==> src/design/shbi_pkg.sv <==
// ----------------------------------------------------------------------------
// shbi_pkg
// Shared types and constants for the string hash bucket index block.
// ----------------------------------------------------------------------------
package shbi_pkg;

	localparam int unsigned ByteW = 8;
	localparam int unsigned AccW = 64;
	localparam int unsigned SizeW = 32;
	localparam int unsigned DivCntW = $clog2(AccW);

	localparam logic [ByteW-1:0] KeyEndByte = 8'd0;
	localparam logic [SizeW-1:0] TableSizeReset = 32'd5;

	// controller states
	typedef enum logic [1:0] {
		ST_IDLE,
		ST_DIV,
		ST_DONE
	} state_t;

	// controller -> datapath commands
	typedef struct packed {
		logic acc_step;
		logic div_start;
		logic div_step;
		logic res_load;
	} ctl_cmd_t;

	// datapath -> controller status
	typedef struct packed {
		logic key_end;
	} dp_sts_t;

endpackage

==> src/design/shbi_key_if.sv <==
// ----------------------------------------------------------------------------
// shbi_key_if
// Key byte channel: one key character per beat.
// ----------------------------------------------------------------------------
interface shbi_key_if;
	logic       valid;
	logic       ready;
	logic [7:0] key_byte;

	modport source (output valid, output key_byte, input ready);
	modport sink (input valid, input key_byte, output ready);
endinterface

==> src/design/shbi_idx_if.sv <==
// ----------------------------------------------------------------------------
// shbi_idx_if
// Bucket index channel: one result per completed key.
// ----------------------------------------------------------------------------
interface shbi_idx_if;
	logic        valid;
	logic        ready;
	logic [31:0] bucket_index;

	modport source (output valid, output bucket_index, input ready);
	modport sink (input valid, input bucket_index, output ready);
endinterface

==> src/design/shbi_cfg_if.sv <==
// ----------------------------------------------------------------------------
// shbi_cfg_if
// Configuration write channel for the table size register.
// ----------------------------------------------------------------------------
interface shbi_cfg_if;
	logic        valid;
	logic        ready;
	logic [31:0] table_size;

	modport source (output valid, output table_size, input ready);
	modport sink (input valid, input table_size, output ready);
endinterface

==> src/design/shbi_datapath.sv <==
// ----------------------------------------------------------------------------
// shbi_datapath
// Hash accumulator, table size register, restoring divider and result register.
// ----------------------------------------------------------------------------
module shbi_datapath (
	input  logic                    clk,
	input  logic                    arst_n,
	input  shbi_pkg::ctl_cmd_t      cmd,
	output shbi_pkg::dp_sts_t       sts,
	input  logic [7:0]              key_byte,
	input  logic                    cfg_wr,
	input  logic [31:0]             cfg_size,
	output logic [31:0]             bucket_index
);
	import shbi_pkg::*;

	logic [AccW-1:0]  acc_q;
	logic [AccW-1:0]  acc_next;
	logic [SizeW-1:0] tsize_q;
	logic [SizeW-1:0] div_q;
	logic             zero_q;
	logic [AccW-1:0]  dvd_q;
	logic [SizeW-1:0] rem_q;
	logic [SizeW-1:0] res_q;
	logic [SizeW:0]   trial;
	logic [SizeW+1:0] diff;

	assign sts.key_end = (key_byte == KeyEndByte);

	// acc * 101 + byte, as shifts and adds (101 = 64 + 32 + 4 + 1)
	assign acc_next = (acc_q << 6) + (acc_q << 5) + (acc_q << 2) + acc_q
		+ {{(AccW-ByteW){1'b0}}, key_byte};

	// accumulator: cleared when a key ends
	always_ff @(posedge clk or negedge arst_n) begin
		if (!arst_n) begin
			acc_q <= '0;
		end else if (cmd.div_start) begin
			acc_q <= '0;
		end else if (cmd.acc_step) begin
			acc_q <= acc_next;
		end
	end

	// table size register
	always_ff @(posedge clk or negedge arst_n) begin
		if (!arst_n) begin
			tsize_q <= TableSizeReset;
		end else if (cfg_wr) begin
			tsize_q <= cfg_size;
		end
	end

	// one quotient bit per step: shift in dividend MSB, subtract if it fits
	assign trial = {rem_q, dvd_q[AccW-1]};
	assign diff  = {1'b0, trial} - {2'b00, div_q};

	always_ff @(posedge clk) begin
		if (cmd.div_start) begin
			dvd_q  <= acc_q;
			rem_q  <= '0;
			div_q  <= tsize_q;
			zero_q <= (tsize_q == '0);
		end else if (cmd.div_step) begin
			dvd_q <= {dvd_q[AccW-2:0], 1'b0};
			if (!diff[SizeW+1]) begin
				rem_q <= diff[SizeW-1:0];
			end else begin
				rem_q <= trial[SizeW-1:0];
			end
		end
	end

	// result register; zero table size gives index 0
	always_ff @(posedge clk) begin
		if (cmd.res_load) begin
			res_q <= zero_q ? '0 : rem_q;
		end
	end

	assign bucket_index = res_q;

endmodule

==> src/design/shbi_ctrl.sv <==
// ----------------------------------------------------------------------------
// shbi_ctrl
// Sequencer: accepts key bytes, runs the divider, owns the result valid flag.
// ----------------------------------------------------------------------------
module shbi_ctrl (
	input  logic                 clk,
	input  logic                 arst_n,
	input  logic                 key_valid,
	output logic                 key_ready,
	output logic                 out_valid,
	input  logic                 out_ready,
	input  shbi_pkg::dp_sts_t    sts,
	output shbi_pkg::ctl_cmd_t   cmd
);
	import shbi_pkg::*;

	state_t             state_q;
	state_t             state_d;
	logic [DivCntW-1:0] cnt_q;
	logic               out_valid_q;
	logic               out_free;

	assign out_free = !out_valid_q || out_ready;

	// state register
	always_ff @(posedge clk or negedge arst_n) begin
		if (!arst_n) begin
			state_q <= ST_IDLE;
		end else begin
			state_q <= state_d;
		end
	end

	// next state and commands
	always_comb begin
		state_d       = state_q;
		key_ready     = 1'b0;
		cmd.acc_step  = 1'b0;
		cmd.div_start = 1'b0;
		cmd.div_step  = 1'b0;
		cmd.res_load  = 1'b0;
		case (state_q)
			ST_IDLE: begin
				key_ready = 1'b1;
				if (key_valid) begin
					if (sts.key_end) begin
						cmd.div_start = 1'b1;
						state_d       = ST_DIV;
					end else begin
						cmd.acc_step = 1'b1;
					end
				end
			end
			ST_DIV: begin
				cmd.div_step = 1'b1;
				if (cnt_q == '1) begin
					state_d = ST_DONE;
				end
			end
			ST_DONE: begin
				if (out_free) begin
					cmd.res_load = 1'b1;
					state_d      = ST_IDLE;
				end
			end
			default: begin
				state_d = ST_IDLE;
			end
		endcase
	end

	// divider step counter
	always_ff @(posedge clk or negedge arst_n) begin
		if (!arst_n) begin
			cnt_q <= '0;
		end else if (cmd.div_start) begin
			cnt_q <= '0;
		end else if (cmd.div_step) begin
			cnt_q <= cnt_q + 1'b1;
		end
	end

	// result valid flag
	always_ff @(posedge clk or negedge arst_n) begin
		if (!arst_n) begin
			out_valid_q <= 1'b0;
		end else if (cmd.res_load) begin
			out_valid_q <= 1'b1;
		end else if (out_ready) begin
			out_valid_q <= 1'b0;
		end
	end

	assign out_valid = out_valid_q;

endmodule

==> src/design/string_hash_bucket_index.sv <==
// ----------------------------------------------------------------------------
// string_hash_bucket_index
// Polynomial string hash (acc * 101 + byte) reduced modulo the table size.
// ----------------------------------------------------------------------------
// Nonzero key bytes: one beat per cycle, no result.
// Terminating zero byte: runs the 64-step restoring divider, one bit per cycle,
// then loads the result into the index register; input stalls meanwhile.
// Reset: accumulator 0, table size 5, no result pending; config always ready.
module string_hash_bucket_index (
	input  logic        clk,
	input  logic        arst_n,
	shbi_key_if.sink    key,
	shbi_idx_if.source  result,
	shbi_cfg_if.sink    cfg
);
	import shbi_pkg::*;

	ctl_cmd_t cmd;
	dp_sts_t  sts;

	assign cfg.ready = 1'b1;

	shbi_ctrl u_ctrl (
		.clk       (clk),
		.arst_n    (arst_n),
		.key_valid (key.valid),
		.key_ready (key.ready),
		.out_valid (result.valid),
		.out_ready (result.ready),
		.sts       (sts),
		.cmd       (cmd)
	);

	shbi_datapath u_dp (
		.clk          (clk),
		.arst_n       (arst_n),
		.cmd          (cmd),
		.sts          (sts),
		.key_byte     (key.key_byte),
		.cfg_wr       (cfg.valid && cfg.ready),
		.cfg_size     (cfg.table_size),
		.bucket_index (result.bucket_index)
	);

	// a terminating byte always stalls the key input next cycle
	a_end_stalls: assert property (@(posedge clk) disable iff (!arst_n)
		(key.valid && key.ready && key.key_byte == KeyEndByte) |=> !key.ready)
		else $error("key input not stalled after end byte");

	// input only stalls because a key ended
	a_stall_cause: assert property (@(posedge clk) disable iff (!arst_n)
		$fell(key.ready) |-> $past(key.valid && key.key_byte == KeyEndByte))
		else $error("key input stalled without end byte");

	// a new result appears only at the end of a stall
	a_result_after_div: assert property (@(posedge clk) disable iff (!arst_n)
		$rose(result.valid) |-> $past(!key.ready))
		else $error("result raised outside divide sequence");

endmodule

==> src/flat_wrapper.sv <==
// flat-port wrapper written by rule: the top's interface ports become plain ports
module string_hash_bucket_index_flat import shbi_pkg::*;
  (clk, arst_n, key_valid, key_key_byte, key_ready, result_valid, result_bucket_index, result_ready, cfg_valid, cfg_table_size, cfg_ready);
  shbi_key_if key_i ();
  shbi_idx_if result_i ();
  shbi_cfg_if cfg_i ();
  input  logic clk;
  input  logic arst_n;
  input wire logic [$bits(key_i.valid)-1:0] key_valid;
  input wire logic [$bits(key_i.key_byte)-1:0] key_key_byte;
  output wire logic [$bits(key_i.ready)-1:0] key_ready;
  output wire logic [$bits(result_i.valid)-1:0] result_valid;
  output wire logic [$bits(result_i.bucket_index)-1:0] result_bucket_index;
  input wire logic [$bits(result_i.ready)-1:0] result_ready;
  input wire logic [$bits(cfg_i.valid)-1:0] cfg_valid;
  input wire logic [$bits(cfg_i.table_size)-1:0] cfg_table_size;
  output wire logic [$bits(cfg_i.ready)-1:0] cfg_ready;
  assign key_i.valid = key_valid;
  assign key_i.key_byte = key_key_byte;
  assign key_ready = key_i.ready;
  assign result_valid = result_i.valid;
  assign result_bucket_index = result_i.bucket_index;
  assign result_i.ready = result_ready;
  assign cfg_i.valid = cfg_valid;
  assign cfg_i.table_size = cfg_table_size;
  assign cfg_ready = cfg_i.ready;
  string_hash_bucket_index u_core (.clk(clk), .arst_n(arst_n), .key(key_i), .result(result_i), .cfg(cfg_i));
endmodule
==> config.mk <==
export PLATFORM = sky130hd
export DESIGN_NAME = string_hash_bucket_index_flat
export DESIGN_NICKNAME = d
export VERILOG_FILES = /design/src/design/shbi_pkg.sv /design/src/design/shbi_key_if.sv /design/src/design/shbi_idx_if.sv /design/src/design/shbi_cfg_if.sv /design/src/design/shbi_datapath.sv /design/src/design/shbi_ctrl.sv /design/src/design/string_hash_bucket_index.sv /design/src/flat_wrapper.sv
export SDC_FILE = /design/constraint.sdc
export NUM_CORES = 1
export LEC_CHECK = 0
export ABC_AREA = 1
export ABC_CLOCK_PERIOD_IN_PS = 5300
export BUFFER_PORTS_ARGS = -buffer_cell sky130_fd_sc_hd__buf_2
export CAP_MARGIN = 5
export CORE_MARGIN = 8
export CORE_UTILIZATION = 41
export CTS_CLUSTER_SIZE = 16
export DETAILED_ROUTE_END_ITERATION = 8
export SETUP_SLACK_MARGIN = 0.2
export SYNTH_ARGS = -nofsm -noshare
export SYNTH_HDL_FRONTEND = slang
export SYNTH_SLANG_ARGS = --single-unit
==> constraint.sdc <==
create_clock -name clk -period 5.3 [get_ports clk]
set_input_delay 1.06 -clock clk [delete_from_list [all_inputs] [get_ports clk]]
set_output_delay 1.06 -clock clk [all_outputs]
set_load 0.1 [all_outputs]
==> results.cfg <==
[status]
outcome = completed

[cts]
post-cts-setup-buffer-count = 0
cts_htree_levels = 2
post_cts_resized = 0
tritoncts_clock_tree = done
max-clock-path-buffers = 3
numCtsBuffers = 34
worst_setup_hold_path_clk_slew_ns = 0.06
cts-root-buf = sky130_fd_sc_hd__clkbuf_16
clock_insertion_delay_at_the_later_pin_of_the_skew_report_ns = 0.56
cts-hold-fix-buffers = 0
cts.sink_count = 266

[yosys]
mappedNetlistNets = 3283
syn_area_per_cell_sq_um = 7.41
mappedNetlistArea_sq_mm = 0.0219
synth_seq_area_share_pct = 32.6
edff_count_synth = 129
synth.area.top_cells = sky130_fd_sc_hd__edfxtp_1, sky130_fd_sc_hd__nand2_1, sky130_fd_sc_hd__dfrtp_1
ys_seq_elements = 266
postSynthCellCount = 2957
yosysUniqueCellTypes = 48
netlist.area_leader.share_pct = 17.7
synth_top_flop_cell = sky130_fd_sc_hd__edfxtp_1
synthArstFlopShare_pct = 39.5
yosysTopAreaCell = sky130_fd_sc_hd__edfxtp_1
synth-warning-count = 0

[placement]
placedCellCount = 3686
final_hpwl_dp_microns = 51300
portBuffers = 78
place_area_sq_mm = 0.0230
gp_congestion = 0.969

[sta]
hold-worst-slack_ns = 0.446
finalSetupViolCount = 0
timing_worst_slew_pin_value_ns = 1.06
grt_setup_unrepaired = false
setup_tns_ns = 0
finalHoldViolations = 0
slew_viol_final = 0
layout_min_cycle_time_ns = 4.35
fin_skew_ns = 0.0178
final_min_period_over_clock_period_pct = 82.0
timing.slew.headroom_pct = 29.1
max_freq_mhz = 230

[floorplan]
floorplan.die_area_sq_mm = 0.0611
num_io_pins = 80
initial_core_utilization_pct = 41.6
floorplan.rows = 84
die_w_microns = 247
die_h_microns = 247
core_area_sq_mm = 0.0528

[setup_path]
critical_path.most_common_cell = sky130_fd_sc_hd__nand2_1
critical_path_slowest_stage_cell = sky130_fd_sc_hd__fa_1
timing.critical_path.fanout_max = 5
timing.critical_path.arrival_ns = 4.77
slowest_delay_ns = 0.60
critical_path_data_required_time_ns = 5.73
timing.critical_path.cells = inv_1, fa_1, inv_1, fa_1, ha_1, ha_1, nand2_1, nor2_1, nand2_1, nor2_1, nand3_1, nand3_1, nand2_1, nand2_1, o21ai_0
crit_path_end_kind = register
critical_path_class = reg -> reg
critical_path.startpoint_type = register

[final_layout]
fin_cells = 3748
nets = 3360
most-common-layout-cells = sky130_fd_sc_hd__nand2_1, sky130_fd_sc_hd__inv_1, sky130_fd_sc_hd__nor2_1
final_layout_size_suffix_gt1_share_pct = 7.45
sequential_cell_area_sq_mm = 0.00714
fill_cells = 5387
multi_input_combinational_cell_area_sq_mm = 0.0122
layout.cells.most_common = sky130_fd_sc_hd__nand2_1
stdcell_area_sq_mm = 0.0242
area_growth_syn_to_layout_pct = 10.4
antenna-diode-count = 0

[drt]
ant_nets = 0
drc = 0
detailedRoute.firstIterationViolations = 1268
dr_wl_met3_microns = 4400
dr_top_layer = met5
avgViaCountPerCell = 4.97
met2RoutedLength_microns = 29100
drt-total-wl_microns = 63800
total_iterations_of_the_first_detailed_routing_run = 5
vias = 18600
wl_met1_microns = 28400
route.detailed.wl_per_inst_microns = 17.0

[global_routing]
globalRouteTotalUtil_pct = 21.3
antenna_found_initial = 1
globalRoute.totalOverflow = 0
first_pass_grt_wire_length_microns = 102000
grt_start_max_net_pins = 115
grt_pass1_vias = 18900

[min_path]
timing.hold.worst.class = reg -> reg

[flow_run]
max_cap_violations = 0
stage by stage:
stage | utilization (%) | setup WS [ns]
after floorplan | - | 1.25
after global placement | 43.7 | 0.649
after detailed placement | 43.7 | 0.616
after CTS | 45.9 | 0.970
after global routing | 45.9 | 0.730
final | 45.9 | 0.955
kinds of logic after synthesis:
group,Yosys count,synth area share [%]
simple gates,1429,26.8
buf+inv,669,11.8
fa+ha+maj,281,20.2
flops,266,32.6
compound gates,263,6.33
xor+xnor,24,0.959
mux,24,1.23
other cells,1,0.0171
routing by layer:
metal / global-route usage [%] / vias to the layer above
met5: 0 / -
li1: - / 9286
met1: 27.8 / 8743
met4: 6.29 / 2
met3: 4.89 / 106
met2: 35.0 / 474
final timing paths:
| check | startpoint | endpoint | slack, ns | cells after the start |
|---|---|---|---|---|
| max reg2reg | u_core.u_dp.acc_q[30] | u_core.u_dp.acc_q[37] | 0.95 | 15 |
| min reg2reg | u_core.u_dp.tsize_q[28] | u_core.u_dp.div_q[28] | 0.45 | 0 |
| max in group asynchronous | arst_n | u_core.u_dp.tsize_q[20] | 3.72 | 2 |
| min | u_core.u_dp.tsize_q[28] | u_core.u_dp.div_q[28] | 0.45 | 0 |
| min in group asynchronous | arst_n | u_core.u_dp.acc_q[10] | 0.51 | 1 |
| max | u_core.u_dp.acc_q[30] | u_core.u_dp.acc_q[37] | 0.95 | 15 |
cells in the mapped netlist, types with 4 or more instances:
cell type	number
sky130_fd_sc_hd__dfrtp_1	103
sky130_fd_sc_hd__ha_1	158
sky130_fd_sc_hd__xnor2_1	21
sky130_fd_sc_hd__nand2_2	18
sky130_fd_sc_hd__clkbuf_1	21
sky130_fd_sc_hd__o21bai_1	8
sky130_fd_sc_hd__nand3_1	168
sky130_fd_sc_hd__nor4_1	16
sky130_fd_sc_hd__nor3_1	10
sky130_fd_sc_hd__nor2_2	4
sky130_fd_sc_hd__dfxtp_1	32
sky130_fd_sc_hd__o21ai_1	36
sky130_fd_sc_hd__edfxtp_1	129
sky130_fd_sc_hd__mux2_2	24
sky130_fd_sc_hd__nand4_1	14
sky130_fd_sc_hd__inv_1	614
sky130_fd_sc_hd__buf_2	20
sky130_fd_sc_hd__a21oi_1	90
sky130_fd_sc_hd__nand2_1	972
sky130_fd_sc_hd__nand3_2	15
sky130_fd_sc_hd__o21ai_0	108
sky130_fd_sc_hd__fa_1	123
sky130_fd_sc_hd__nor2_1	197
sky130_fd_sc_hd__o22ai_1	11
sky130_fd_sc_hd__inv_2	5
cell type report:
type	instances	area share [%]
clock buffers	45	3.86
clock inverters	17	1.01
inverters	620	9.62
multi-input cells	2022	50.4
flip-flops and latches	266	29.5
well taps	688	3.56
repair buffers	90	2.05
state kept, by name, summed over array words and instances, names as in the netlist:
name,flops
u_core.u_dp.tsize_q,32
u_core.u_ctrl.out_valid,1
u_core.u_dp.dvd_q,64
u_core.u_ctrl.state_q,2
u_core.u_dp.bucket_index,32
u_core.u_dp.zero_q,1
u_core.u_dp.rem_q,32
u_core.u_dp.div_q,32
u_core.u_ctrl.cnt_q,6
u_core.u_dp.acc_q,64
critical path: cells and delay by family, from the launching register on:
kind / cells / cell delay [ns]
AND/OR/NAND/NOR: 8 / 1.52
adder cells (fa/ha/maj): 4 / 1.85
buffers and inverters: 2 / 0.32
flip-flops: 1 / 0.46
AO/OA/AOI/OAI: 1 / 0.08
Power is left out: the tool's default activity adds up to more than one toggle a clock period on the data nets, which glitch-free logic cannot reach.
